## src/rtl/core/bq_pkg.sv

```systemverilog
`timescale 1ns / 1ps

package bq_pkg;

   localparam int SampleBits  = 24;
   localparam int CoefBits    = 32;
   localparam int FracBits    = 28;
   localparam int MaxChannels = 8;
   localparam int ChanBits    = $clog2(MaxChannels);
   localparam int CountBits   = 4;
   localparam int NumTaps     = 5;
   localparam int TapBits     = $clog2(NumTaps);
   localparam int ProdBits    = SampleBits + CoefBits;
   localparam int AccBits     = ProdBits + 3;
   localparam int CsrIdxBits  = 3;

   localparam logic [CsrIdxBits-1:0] CsrCoefB0 = CsrIdxBits'(0);
   localparam logic [CsrIdxBits-1:0] CsrCoefB1 = CsrIdxBits'(1);
   localparam logic [CsrIdxBits-1:0] CsrCoefB2 = CsrIdxBits'(2);
   localparam logic [CsrIdxBits-1:0] CsrCoefA1 = CsrIdxBits'(3);
   localparam logic [CsrIdxBits-1:0] CsrCoefA2 = CsrIdxBits'(4);
   localparam logic [CsrIdxBits-1:0] CsrActive = CsrIdxBits'(5);

   localparam logic OpFilter = 1'b0;
   localparam logic OpClear  = 1'b1;

   typedef logic signed [SampleBits-1:0] sample_type;
   typedef logic signed [CoefBits-1:0]   coef_type;
   typedef logic signed [ProdBits-1:0]   prod_type;
   typedef logic signed [AccBits-1:0]    acc_type;
   typedef logic [ChanBits-1:0]          chan_type;
   typedef logic [CountBits-1:0]         count_type;
   typedef logic [TapBits-1:0]           tap_type;

   typedef coef_type coef_array_type [NumTaps];

   localparam coef_array_type CoefReset = '{
      coef_type'(32'sh1000_0000), coef_type'(0), coef_type'(0), coef_type'(0), coef_type'(0)
   };

   typedef struct packed {
      logic valid;
      logic first;
      logic subtract;
   } mac_ctl_type;

   typedef struct packed {
      sample_type x1;
      sample_type x2;
      sample_type y1;
      sample_type y2;
   } hist_type;

endpackage

```

## src/rtl/core/bq_if.sv

```systemverilog
`timescale 1ns / 1ps

interface bq_req_if;
   import bq_pkg::*;

   logic       valid;
   logic       ready;
   logic       operation;
   logic [2:0] channel;
   sample_type sample;

   modport source (output valid, output operation, output channel, output sample,
                   input ready);
   modport sink   (input valid, input operation, input channel, input sample,
                   output ready);
endinterface

interface bq_rsp_if;
   import bq_pkg::*;

   logic       valid;
   logic       ready;
   sample_type filtered;
   logic [2:0] out_channel;

   modport source (output valid, output filtered, output out_channel, input ready);
   modport sink   (input valid, input filtered, input out_channel, output ready);
endinterface

```

## src/rtl/core/bq_mac.sv

```systemverilog
`timescale 1ns / 1ps

module bq_mac
   import bq_pkg::*;
(
   input  logic        clock,
   input  logic        reset,
   input  mac_ctl_type ctl,
   input  sample_type  operand,
   input  coef_type    coef,
   output acc_type     acc
);

   prod_type    prod_in;
   prod_type    prod_ff;
   mac_ctl_type ctl_ff;
   acc_type     acc_base;
   acc_type     acc_in;
   acc_type     acc_ff;

   assign prod_in  = ProdBits'(operand) * ProdBits'(coef);
   assign acc_base = ctl_ff.first ? '0 : acc_ff;
   assign acc_in   = ctl_ff.subtract ? acc_base - AccBits'(prod_ff)
                                     : acc_base + AccBits'(prod_ff);
   assign acc      = acc_ff;

   always_ff @(posedge clock) begin
      if (reset) begin
         ctl_ff <= '0;
      end else begin
         ctl_ff <= ctl;
      end
   end

   always_ff @(posedge clock) begin
      prod_ff <= prod_in;
      if (ctl_ff.valid) begin
         acc_ff <= acc_in;
      end
   end

endmodule

```

## src/rtl/core/bq_hist.sv

```systemverilog
`timescale 1ns / 1ps

module bq_hist
   import bq_pkg::*;
(
   input  logic       clock,
   input  logic       reset,
   input  logic       clear,
   input  chan_type   index,
   output hist_type   rd_data,
   input  logic       update,
   input  sample_type new_input,
   input  sample_type new_output
);

   sample_type x1_ff [MaxChannels];
   sample_type x2_ff [MaxChannels];
   sample_type y1_ff [MaxChannels];
   sample_type y2_ff [MaxChannels];

   assign rd_data.x1 = x1_ff[index];
   assign rd_data.x2 = x2_ff[index];
   assign rd_data.y1 = y1_ff[index];
   assign rd_data.y2 = y2_ff[index];

   always_ff @(posedge clock) begin
      if (reset || clear) begin
         for (int i = 0; i < MaxChannels; i++) begin
            x1_ff[i] <= '0;
            x2_ff[i] <= '0;
            y1_ff[i] <= '0;
            y2_ff[i] <= '0;
         end
      end else if (update) begin
         x2_ff[index] <= x1_ff[index];
         x1_ff[index] <= new_input;
         y2_ff[index] <= y1_ff[index];
         y1_ff[index] <= new_output;
      end
   end

endmodule

```

## src/rtl/core/biquad_df1_multichannel_filter.sv

```systemverilog
`timescale 1ns / 1ps

// Multichannel Direct Form I biquad with one shared multiply-accumulate unit.
// The request channel carries an operation, a channel number and a 24-bit
// sample; a filter word returns one response word with the filtered sample
// and the echoed channel, while a clear word zeroes every channel history
// and returns nothing. A filter word returns nothing when the active count
// is zero. Channels at or above the active count share history modulo it.
// A filter word passes an accept step, issues the five taps in turn to the
// single 24x32 bit multiplier, drains its product register and is rounded.
// The taps share the multiplier, so a new word is accepted only once the
// previous one has left the rounding step. The user must write
// coefficients and the active count through the csr port only while no
// word is in flight; the block itself does not enforce this.
// Reset sets b0 to unity, the other taps and the active count to zero, and
// clears all history. The response register holds a finished word while the
// receiver stalls; the next request is still accepted, and its result waits
// in the rounding step until the response register is free.

module biquad_df1_multichannel_filter
   import bq_pkg::*;
(
   input  logic                  clock,
   input  logic                  reset,
   bq_req_if.sink                req_port,
   bq_rsp_if.source              rsp_port,
   input  logic                  csr_write_enable,
   input  logic [CsrIdxBits-1:0] csr_index,
   input  logic [CoefBits-1:0]   csr_write_data
);

   localparam logic [1:0] StIdle  = 2'd0;
   localparam logic [1:0] StMac   = 2'd1;
   localparam logic [1:0] StDrain = 2'd2;
   localparam logic [1:0] StDone  = 2'd3;

   localparam int QuotBits = AccBits - FracBits;
   localparam acc_type RoundHalf = acc_type'(longint'(1) << (FracBits - 1));
   localparam logic signed [QuotBits-1:0] SatMax =
      QuotBits'((longint'(1) << (SampleBits - 1)) - 1);
   localparam logic signed [QuotBits-1:0] SatMin =
      QuotBits'(-(longint'(1) << (SampleBits - 1)));
   localparam count_type MaxCount = CountBits'(MaxChannels);
   localparam tap_type TapLast = TapBits'(NumTaps - 1);
   localparam tap_type TapA1   = TapBits'(CsrCoefA1);

   function automatic chan_type chan_mod(input chan_type ch, input count_type n);
      count_type r;
      r = CountBits'(ch);
      for (int i = 0; i < MaxChannels - 1; i++) begin
         if (r >= n) begin
            r = r - n;
         end
      end
      return r[ChanBits-1:0];
   endfunction

   coef_type    coef_ff [NumTaps];
   count_type   active_ff;
   count_type   eff_count;
   logic [1:0]  state_ff;
   logic [1:0]  state_in;
   tap_type     tap_ff;
   tap_type     tap_in;
   sample_type  x_ff;
   chan_type    ch_ff;
   chan_type    h_ff;
   logic        req_accept;
   logic        start;
   logic        hist_clear;
   logic        finish;
   hist_type    hist;
   mac_ctl_type mac_ctl;
   sample_type  operand;
   coef_type    coef;
   acc_type     acc;
   acc_type     acc_rnd;
   logic signed [QuotBits-1:0] quot;
   sample_type  result;
   logic        rsp_valid_ff;
   logic        rsp_valid_in;
   sample_type  rsp_filtered_ff;
   chan_type    rsp_channel_ff;

   // Configuration registers.
   always_ff @(posedge clock) begin
      if (reset) begin
         for (int i = 0; i < NumTaps; i++) begin
            coef_ff[i] <= CoefReset[i];
         end
         active_ff <= '0;
      end else if (csr_write_enable) begin
         for (int i = 0; i < NumTaps; i++) begin
            if (csr_index == CsrIdxBits'(i)) begin
               coef_ff[i] <= coef_type'(csr_write_data);
            end
         end
         if (csr_index == CsrActive) begin
            active_ff <= csr_write_data[CountBits-1:0];
         end
      end
   end

   assign eff_count  = (active_ff > MaxCount) ? MaxCount : active_ff;
   assign req_port.ready = (state_ff == StIdle);
   assign req_accept = req_port.valid && req_port.ready;
   assign hist_clear = req_accept && (req_port.operation == OpClear);
   assign start      = req_accept && (req_port.operation == OpFilter) && (eff_count != '0);
   assign finish     = (state_ff == StDone) && (!rsp_valid_ff || rsp_port.ready);

   always_comb begin
      state_in = state_ff;
      tap_in   = tap_ff;
      unique case (state_ff)
         StIdle: begin
            tap_in = '0;
            if (start) begin
               state_in = StMac;
            end
         end
         StMac: begin
            if (tap_ff == TapLast) begin
               state_in = StDrain;
            end else begin
               tap_in = tap_ff + 1'b1;
            end
         end
         StDrain: begin
            state_in = StDone;
         end
         StDone: begin
            if (finish) begin
               state_in = StIdle;
            end
         end
         default: begin
            state_in = StIdle;
         end
      endcase
   end

   always_ff @(posedge clock) begin
      if (reset) begin
         state_ff <= StIdle;
         tap_ff   <= '0;
      end else begin
         state_ff <= state_in;
         tap_ff   <= tap_in;
      end
   end

   always_ff @(posedge clock) begin
      if (start) begin
         x_ff  <= req_port.sample;
         ch_ff <= req_port.channel;
         h_ff  <= chan_mod(req_port.channel, eff_count);
      end
   end

   // Tap order: b0*x, b1*x1, b2*x2, then a1*y1 and a2*y2 subtracted.
   always_comb begin
      unique case (tap_ff)
         TapBits'(0): operand = x_ff;
         TapBits'(1): operand = hist.x1;
         TapBits'(2): operand = hist.x2;
         TapBits'(3): operand = hist.y1;
         TapBits'(4): operand = hist.y2;
         default:     operand = '0;
      endcase
   end

   assign coef             = (tap_ff <= TapLast) ? coef_ff[tap_ff] : '0;
   assign mac_ctl.valid    = (state_ff == StMac);
   assign mac_ctl.first    = (tap_ff == '0);
   assign mac_ctl.subtract = (tap_ff >= TapA1);

   bq_mac u_mac (
      .clock   (clock),
      .reset   (reset),
      .ctl     (mac_ctl),
      .operand (operand),
      .coef    (coef),
      .acc     (acc)
   );

   assign acc_rnd = acc + RoundHalf;
   assign quot    = acc_rnd[AccBits-1:FracBits];

   always_comb begin
      priority if (quot > SatMax) begin
         result = sample_type'(SatMax);
      end else if (quot < SatMin) begin
         result = sample_type'(SatMin);
      end else begin
         result = sample_type'(quot);
      end
   end

   bq_hist u_hist (
      .clock      (clock),
      .reset      (reset),
      .clear      (hist_clear),
      .index      (h_ff),
      .rd_data    (hist),
      .update     (finish),
      .new_input  (x_ff),
      .new_output (result)
   );

   always_comb begin
      rsp_valid_in = rsp_valid_ff;
      if (finish) begin
         rsp_valid_in = 1'b1;
      end else if (rsp_port.ready) begin
         rsp_valid_in = 1'b0;
      end
   end

   always_ff @(posedge clock) begin
      if (reset) begin
         rsp_valid_ff <= 1'b0;
      end else begin
         rsp_valid_ff <= rsp_valid_in;
      end
   end

   always_ff @(posedge clock) begin
      if (finish) begin
         rsp_filtered_ff <= result;
         rsp_channel_ff  <= ch_ff;
      end
   end

   assign rsp_port.valid       = rsp_valid_ff;
   assign rsp_port.filtered    = rsp_filtered_ff;
   assign rsp_port.out_channel = rsp_channel_ff;

   a_start_enters_mac : assert property (@(posedge clock) disable iff (reset)
      start |=> (state_ff == StMac) && (tap_ff == '0))
      else $error("filter word did not start the tap sequence");

   a_clear_no_result : assert property (@(posedge clock) disable iff (reset)
      hist_clear |=> (state_ff == StIdle) && (rsp_valid_ff == 1'b0 || $past(rsp_valid_ff)))
      else $error("clear word produced a result");

   a_first_on_tap0 : assert property (@(posedge clock) disable iff (reset)
      (mac_ctl.valid && mac_ctl.first) |-> (tap_ff == '0) && !mac_ctl.subtract)
      else $error("accumulator restarted on a wrong tap");

   a_finish_free_slot : assert property (@(posedge clock) disable iff (reset)
      finish |=> rsp_valid_ff && (rsp_filtered_ff == $past(result)))
      else $error("result lost on the way to the response register");

endmodule
```

## src/flat_wrapper.sv

```systemverilog
// flat-port wrapper written by rule: the top's interface ports become plain ports
module biquad_df1_multichannel_filter_flat import bq_pkg::*;
  (clock, reset, csr_write_enable, csr_index, csr_write_data, req_port_valid, req_port_operation, req_port_channel, req_port_sample, req_port_ready, rsp_port_valid, rsp_port_filtered, rsp_port_out_channel, rsp_port_ready);
  bq_req_if req_port_i ();
  bq_rsp_if rsp_port_i ();
  input  logic clock;
  input  logic reset;
  input  logic csr_write_enable;
  input  logic [CsrIdxBits-1:0] csr_index;
  input  logic [CoefBits-1:0] csr_write_data;
  input wire logic [$bits(req_port_i.valid)-1:0] req_port_valid;
  input wire logic [$bits(req_port_i.operation)-1:0] req_port_operation;
  input wire logic [$bits(req_port_i.channel)-1:0] req_port_channel;
  input wire logic [$bits(req_port_i.sample)-1:0] req_port_sample;
  output wire logic [$bits(req_port_i.ready)-1:0] req_port_ready;
  output wire logic [$bits(rsp_port_i.valid)-1:0] rsp_port_valid;
  output wire logic [$bits(rsp_port_i.filtered)-1:0] rsp_port_filtered;
  output wire logic [$bits(rsp_port_i.out_channel)-1:0] rsp_port_out_channel;
  input wire logic [$bits(rsp_port_i.ready)-1:0] rsp_port_ready;
  assign req_port_i.valid = req_port_valid;
  assign req_port_i.operation = req_port_operation;
  assign req_port_i.channel = req_port_channel;
  assign req_port_i.sample = req_port_sample;
  assign req_port_ready = req_port_i.ready;
  assign rsp_port_valid = rsp_port_i.valid;
  assign rsp_port_filtered = rsp_port_i.filtered;
  assign rsp_port_out_channel = rsp_port_i.out_channel;
  assign rsp_port_i.ready = rsp_port_ready;
  biquad_df1_multichannel_filter u_core (.clock(clock), .reset(reset), .req_port(req_port_i), .rsp_port(rsp_port_i), .csr_write_enable(csr_write_enable), .csr_index(csr_index), .csr_write_data(csr_write_data));
endmodule
```

## config.mk

```make
export PLATFORM = sky130hd
export DESIGN_NAME = biquad_df1_multichannel_filter_flat
export DESIGN_NICKNAME = d
export VERILOG_FILES = /design/src/rtl/core/bq_pkg.sv /design/src/rtl/core/bq_if.sv /design/src/rtl/core/bq_mac.sv /design/src/rtl/core/bq_hist.sv /design/src/rtl/core/biquad_df1_multichannel_filter.sv /design/src/flat_wrapper.sv
export SDC_FILE = /design/constraint.sdc
export NUM_CORES = 2
export LEC_CHECK = 0
export ABC_AREA = 1
export BUFFER_PORTS_ARGS = -buffer_cell sky130_fd_sc_hd__buf_2
export CAP_MARGIN = 20
export CORE_MARGIN = 1.5
export CORE_UTILIZATION = 55
export CTS_BUF_LIST = sky130_fd_sc_hd__clkbuf_16
export DETAILED_ROUTE_END_ITERATION = 7
export PLACE_DENSITY = 0.83
export SLEW_MARGIN = 10
export SYNTH_ARGS = -nofsm -noshare
export SYNTH_HDL_FRONTEND = slang
export SYNTH_HIERARCHICAL = 1
export SYNTH_SLANG_ARGS = --single-unit
export TNS_END_PERCENT = 1
```

## constraint.sdc

```tcl
create_clock -name clock -period 14.6 [get_ports clock]
set_clock_uncertainty 0.05 [all_clocks]
set_input_delay 3.65 -clock clock [delete_from_list [all_inputs] [get_ports clock]]
set_output_delay 3.65 -clock clock [all_outputs]
set_load 0.005 [all_outputs]
```

Word-level counts from Yosys, hierarchy flattened:

Memories as Yosys holds them, arrays and structs flattened. A register that Yosys moved wholly into a read port is not among the register bits.
Cells that the tools add are included.

* add/sub/neg operators: 11
* bitwise gates (word level): 6
* muxes and demuxes: 78
* equality and inequality tests: 16
* reductions and logical operators: 21
* magnitude comparators: 12
* multiply operators: 1

Operator list (count)
* $mux 32: 6
* $mux 24: 6
* $pmux 24 s5: 1
* $mux 59: 2
* $reduce_or 24->1: 4
* $add 59x29->59 const B: 1
* $add 59x56->59: 1
* $sub 59x56->59: 1
* $mul 24x32->56: 1
* $mux 4: 13
* $mux 3: 12
* $mux 1: 33
* $gt 31x24->1 const B: 1
* $lt 31x24->1 const B: 1
* $ge 4x4->1: 6
* $sub 4x4->4: 5
* $eq 3x2->1 const B: 4
* $eq 3x3->1 const B: 3
* $pmux 2 s4: 1
* $eq 3x1->1 const B: 2
* $logic_not 3->1: 2
* $mux 2: 3
* $pmux 3 s2: 1
* $logic_and 1x1->1: 5
* other kinds (20): 30

* memory bits (writable): 928
* register bits: 185
* logic and storage cells: 164
* input port bits: 68
* memories kept: 5

Memory list
* u_core.u_hist.x1_ff: depth 8, bits a word 24, read ports 1, clocked after memory_dff 1, write ports 8, RTL line bq_hist.sv:16 `sample_type x1_ff [MaxChannels];`
* u_core.u_hist.x2_ff: depth 8, bits a word 24, read ports 1, clocked after memory_dff 1, write ports 8, RTL line bq_hist.sv:17 `sample_type x2_ff [MaxChannels];`
* u_core.u_hist.y1_ff: depth 8, bits a word 24, read ports 1, clocked after memory_dff 1, write ports 8, RTL line bq_hist.sv:18 `sample_type y1_ff [MaxChannels];`
* u_core.u_hist.y2_ff: depth 8, bits a word 24, read ports 1, clocked after memory_dff 1, write ports 8, RTL line bq_hist.sv:19 `sample_type y2_ff [MaxChannels];`
* u_core.coef_ff: depth 5, bits a word 32, read ports 1, clocked after memory_dff 1, write ports 5, RTL line biquad_df1_multichannel_filter.sv:58 `coef_type coef_ff [NumTaps];`

Longest topological paths before layout:

* depth in word-level cells: 23
* mapped depth: 62
* gate-level depth less buffers: 62

Hierarchy:

Netlist, hierarchy kept.

Modules (own cells, without submodules)
* bq_mac: cells an instance 5290, times used 1, area an instance 38665.8 um^2, seq. area each 2952.8 um^2
* bq_hist: cells an instance 3990, times used 1, area an instance 36140.9 um^2, seq. area each 23062.1 um^2
* biquad_df1_multichannel_filter: cells an instance 1251, times used 1, area an instance 12194.2 um^2, seq. area each 6776.5 um^2

Worst setup path after synthesis:

No wires, ideal clock.

* kind: input port to flip-flop
* start: input req_port_channel[0]
* end: register u_core.h_ff[2] (data pin)
* setup slack: 2.132 ns
* data required time: 14.297 ns
* path buffers: 0
* arrival time: 12.165 ns
* library setup time: 0.253 ns
* stages on the path: 58
* cell sequence: inv_1 > ha_1 > inv_1 > fa_1 > nand2_1 > nand3_1 > nand2_1 > nand2_1 > o21ai_0 > inv_1 > ha_1 > nand4_1 > inv_1 > nor2_1 > inv_1 > nand2_1 > and2_1 > inv_1 > (+22 left out) > nand2_1 > and2_1 > ha_1 > fa_1 > nor2_1 > a311o_1 > a21oi_1 > nand3_1 > nand2_1 > ha_1 > inv_1 > fa_1 > nand2_1 > nand2_1 > a31oi_1 > inv_1 > nand3_1 > nand2_1

* word-level cells in the longest chain between the ends: 20
* elaborated cells between the ends (all ways): 27
* those cells by class: 7 x add/sub; 7 x order compare; 13 x mux

Ends and longest elaborated chain
* start, declared: RTL line flat_wrapper.sv:13 `input wire logic [$bits(req_port_i.channel)-1:0] req_port_channel;`
* $sub 3x4->4 or $ge 3x4->1 (tied branches): RTL line biquad_df1_multichannel_filter.sv:52, biquad_df1_multichannel_filter.sv:51
* $mux 4 (*): RTL line biquad_df1_multichannel_filter.sv:51 `if (r >= n) begin`
* $mux 4 (*): RTL line biquad_df1_multichannel_filter.sv:153 `if (start) begin`
* $sub 4x4->4 or $ge 4x4->1 (tied branches): RTL line biquad_df1_multichannel_filter.sv:52, biquad_df1_multichannel_filter.sv:51
* $mux 4 (*): RTL line biquad_df1_multichannel_filter.sv:51
* $mux 4 (*): RTL line biquad_df1_multichannel_filter.sv:153
* $sub 4x4->4 or $ge 4x4->1 (tied branches): RTL line biquad_df1_multichannel_filter.sv:52, biquad_df1_multichannel_filter.sv:51
* $mux 4 (*): RTL line biquad_df1_multichannel_filter.sv:51
* (+4 left out)
* $sub 4x4->4 or $ge 4x4->1 (tied branches): RTL line biquad_df1_multichannel_filter.sv:52, biquad_df1_multichannel_filter.sv:51
* $mux 4 (*): RTL line biquad_df1_multichannel_filter.sv:51
* $mux 4 (*): RTL line biquad_df1_multichannel_filter.sv:153
* $sub 4x4->4 or $ge 4x4->1 (tied branches): RTL line biquad_df1_multichannel_filter.sv:52, biquad_df1_multichannel_filter.sv:51
* $mux 4 (*): RTL line biquad_df1_multichannel_filter.sv:51
* $mux 4 (*): RTL line biquad_df1_multichannel_filter.sv:153
* $ge 4x4->1 or $sub 3x3->3 (tied branches): RTL line biquad_df1_multichannel_filter.sv:51, biquad_df1_multichannel_filter.sv:52
* $mux 3 (*): RTL line biquad_df1_multichannel_filter.sv:51
* end signal, assigned: RTL line biquad_df1_multichannel_filter.sv:156 `h_ff <= chan_mod(req_port.channel, eff_count);`
* end, declared: RTL line biquad_df1_multichannel_filter.sv:67 `chan_type h_ff;`

Mark *: on every way between the ends. The rest lies on a longest branch, timed or not. The select of a mux whose other input is x is not followed.
A chain may end at the register's enable or synchronous reset.

Final worst setup path:

Ends and elaborated chain as after synthesis.

==> metrics.json <==
{
  "synth-edff-count": 1044,
  "crit_top_cell": "inv_1",
  "multi_input_comb_area_um2": 44400,
  "synthArstFlopShare_pct": 0,
  "worstSetupEndpoint": "u_core/h_ff[2]$_DFFE_PP_",
  "fin_crit_sh_pct": 91.6,
  "placer_congestion": 0.994,
  "worst-endpoint-arrival_ns": 13.78,
  "worst_path_max_delay_cell": "a21oi_1",
  "first_iter_violations": 8009,
  "synth.ff_latch_count": 1116,
  "cts-resized-gates": 0,
  "ys_dominant_reg_cell": "edfxtp_1",
  "syn_to_layout_area_delta_pct": 7.12,
  "regToRegEndpoint": "u_core/h_ff[2]$_DFFE_PP_",
  "fin_area_um2": 93200,
  "run_status": "completed",
  "antenna_cells_inserted": 0,
  "cp-startpoint": "req_port_channel[0]",
  "ys_types": 62,
  "clk_pin_slew_worst_paths_ns": 0.06,
  "route.detailed.drc": 0,
  "yosys.area.top_type_share_pct": 36.0,
  "syn-cell-area_um2": 87000,
  "number_of_sinks_on_the_clock_net": 1116,
  "remaining_max_slew_budget_at_the_tightest_pin_pct": 20.5,
  "io_pins": 97,
  "yosysWarningCount": 6,
  "worst_r2r_path_depth": 56,
  "std_cell_rows": 145,
  "floorplan.die.height_um": 401,
  "clk-insertion-delay-late_ns": 0.79,
  "route.antenna.remaining_nets": 0,
  "grtUsageTotal_pct": 32.0,
  "postSynthCellCount": 10500,
  "ff2ff_setup_slack_ns": 2.89,
  "timing.final.setup_violations": 0,
  "die_x_um": 401,
  "finalHoldViolCount": 0,
  "wl_per_cell_um": 20.5,
  "synthTopCellsByCount": "nand2_1 (3217), inv_1 (2147), nor2_1 (1299), edfxtp_1 (1044), fa_1 (791)",
  "dr_total_vias": 70400,
  "min_period_ns": 13.38,
  "post_drt_via_cell_ratio": 5.59,
  "synth_top_cell_by_area": "edfxtp_1",
  "io_buffer_count": 96,
  "synth_xor_area_share_pct": 1.51,
  "grt_pass1_vias": 72100,
  "core_region_area_um2": 157000,
  "path_class": "primary input to flop",
  "worst_hold_startpoint": "u_core/ch_ff[0]$_DFFE_PP_",
  "synth.area.mux_share_pct": 0.368,
  "rsz0062_at_grt": "false",
  "totalNegativeSetupSlack_ns": 0,
  "ys_top_cells_by_area": "edfxtp_1 (36%), fa_1 (18%), nand2_1 (14%)",
  "worst_ep_required_time_ns": 15.00,
  "ys_seq_area_share_pct": 37.7,
  "clock_tree_from_tritoncts": "yes",
  "critical_path_source_type": "primary input",
  "grt_first_pass_wirelength_mm": 399,
  "place_hpwl_mm": 172,
  "cts_setup_buffers": 0,
  "initial_core_util_pct": 55.6,
  "timing_max_transition_violations_final": 0,
  "detailed_place.area_um2": 89100,
  "global_route.overflow_total": 0,
  "worstSetupEndpointType": "flop",
  "drtPass1Iterations": 7,
  "hold_buffers": 0,
  "design.final.nets": 11500,
  "worst_path_largest_cell_delay_ns": 0.44,
  "post_synth.cell_area_avg_um2": 8.26,
  "post_synth_and_or_nand_nor_area_fraction_pct": 24.0,
  "die_area_um2": 161000,
  "max_slew.worst_pin.slew_ns": 1.19,
  "crit_fanout": 7,
  "wirelength_mm": 258,
  "dominant_combinational_cell_family_by_area_after_synthesis": "simple AND/OR/NAND/NOR gates",
  "compound_cell_area_share_of_the_yosys_netlist_pct": 3.26,
  "fmaxAchievable_ghz": 0.0747,
  "max-clock-path-buffers": 3,
  "synth_most_common_cell": "nand2_1",
  "post_route_cells_drive_above_1_share_pct": 5.43,
  "tritoncts.num_buffers": 115,
  "crit-reg2reg-launch": "u_core/active_ff[3]$_SDFFE_PP0P_",
  "cap_violations": 0,
  "hold_path_class": "flop to flop",
  "synth-adder-area-share_pct": 21.7,
  "grt_start_max_net_pins": 147,
  "ff_latch_area_um2": 32800,
  "cts-root-buf": "clkbuf_16",
  "h-tree-depth": 3,
  "syn-num-nets": 11600,
  "antenna_violations_before_repair": 1,
  "fillCellCount": 12900
}
==> kinds of logic (layout without fill, tap and decap cells) <==
kind of cell             after synthesis  count (layout)
AND/OR/NAND/NOR                     5147            5147
buffers and inverters               2571            2571
flip-flops                          1116            1116
adder cells (fa/ha/maj)             1037            1037
AO/OA/AOI/OAI                        480             480
XOR/XNOR                             148             148
multiplexers                          32              32
==> placed cells by master (no fill, tap or decap), types with 32 or more instances in the layout <==
| cell | synthesis | layout |
|---|---|---|
| a21oi_1 | 168 | 167 |
| buf_2 | 106 | 96 |
| buf_4 | 12 | 90 |
| clkbuf_16 | 0 | 116 |
| dfxtp_1 | 72 | 68 |
| edfxtp_1 | 1044 | 1044 |
| fa_1 | 791 | 791 |
| ha_1 | 246 | 246 |
| inv_1 | 2147 | 2166 |
| mux2i_1 | 32 | 32 |
| nand2_1 | 3217 | 3197 |
| nand3_1 | 363 | 363 |
| nand4_1 | 57 | 57 |
| nor2_1 | 1299 | 1298 |
| nor2_4 | 54 | 55 |
| nor3_1 | 34 | 34 |
| o21ai_0 | 173 | 173 |
| o221ai_1 | 32 | 32 |
| xnor2_1 | 36 | 36 |
| xor2_1 | 111 | 111 |
==> through the flow <==
step | std cells | setup slack [ns] | hold slack, ns | util [%]
floorplan | 10500 | 2.13 | 0.350 | -
global placement | 12400 | 0.222 | 0.352 | 56.9
detailed placement | 12400 | 0.387 | 0.356 | 56.9
CTS | 12600 | 1.12 | 0.370 | 59.4
global route | 12600 | 0.194 | 0.372 | 59.5
finish | 12600 | 1.22 | 0.369 | 59.5
==> flip-flops by register name, indices dropped and copies added (netlist names), 4 cells and up, named ones only <==
name	cells
u_core/u_mac/prod_ff	56
u_core/u_hist/x2_ff	192
u_core/coef_ff	160
u_core/u_hist/y1_ff	192
u_core/u_hist/y2_ff	192
u_core/x_ff	24
u_core/u_hist/x1_ff	192
u_core/active_ff	4
u_core/u_mac/acc	59
u_core/rsp_port.filtered	24
==> final cells by class <==
class	instances	area share [%]
Multi-Input combinational cell	6844	47.6
Sequential cell	1116	35.2
Inverter	2158	8.71
Clock buffer	116	3.11
Tap cell	2058	2.76
Timing Repair Buffer	198	1.55
Clock inverter	99	1.04
==> worst max-delay path, delay by kind of cell <==
kind	cells	cell delay (ns)
AOI/OAI and AO/OA	8	2.01
and+or+nand+nor	26	3.59
adders and majority gates	12	3.24
buffers and inverters	13	1.26
==> layer usage <==
metal | share of wire (%) | wire, µm | vias up | global-route usage [%]
li1 | - | - | 31600 | -
met1 | 37 | 94100 | 33400 | 40.3
met2 | 47 | 120000 | 4371 | 52.1
met3 | 11 | 28600 | 1002 | 6.40
met4 | 5.9 | 15100 | 2 | 17.1
met5 | 0.0050 | 13 | - | 0
==> worst min-delay path by stage <==
stage | endpoint | slack [ns] | cells past startpoint
2_1_floorplan | u_core/rsp_port.out_channel[0]$_DFFE_PP_ | 0.35 | 0
3_3_place_gp | u_core/rsp_port.out_channel[0]$_DFFE_PP_ | 0.35 | 0
3_5_place_dp | u_core/rsp_port.out_channel[0]$_DFFE_PP_ | 0.36 | 0
4_1_cts | u_core/rsp_port.out_channel[0]$_DFFE_PP_ | 0.37 | 0
5_1_grt | u_core/rsp_port.out_channel[0]$_DFFE_PP_ | 0.37 | 0
6_report | u_core/rsp_port.out_channel[0]$_DFFE_PP_ | 0.37 | 0
Power is left out: the tool's default activity adds up to more than one toggle a clock period on the data nets, which glitch-free logic cannot reach.
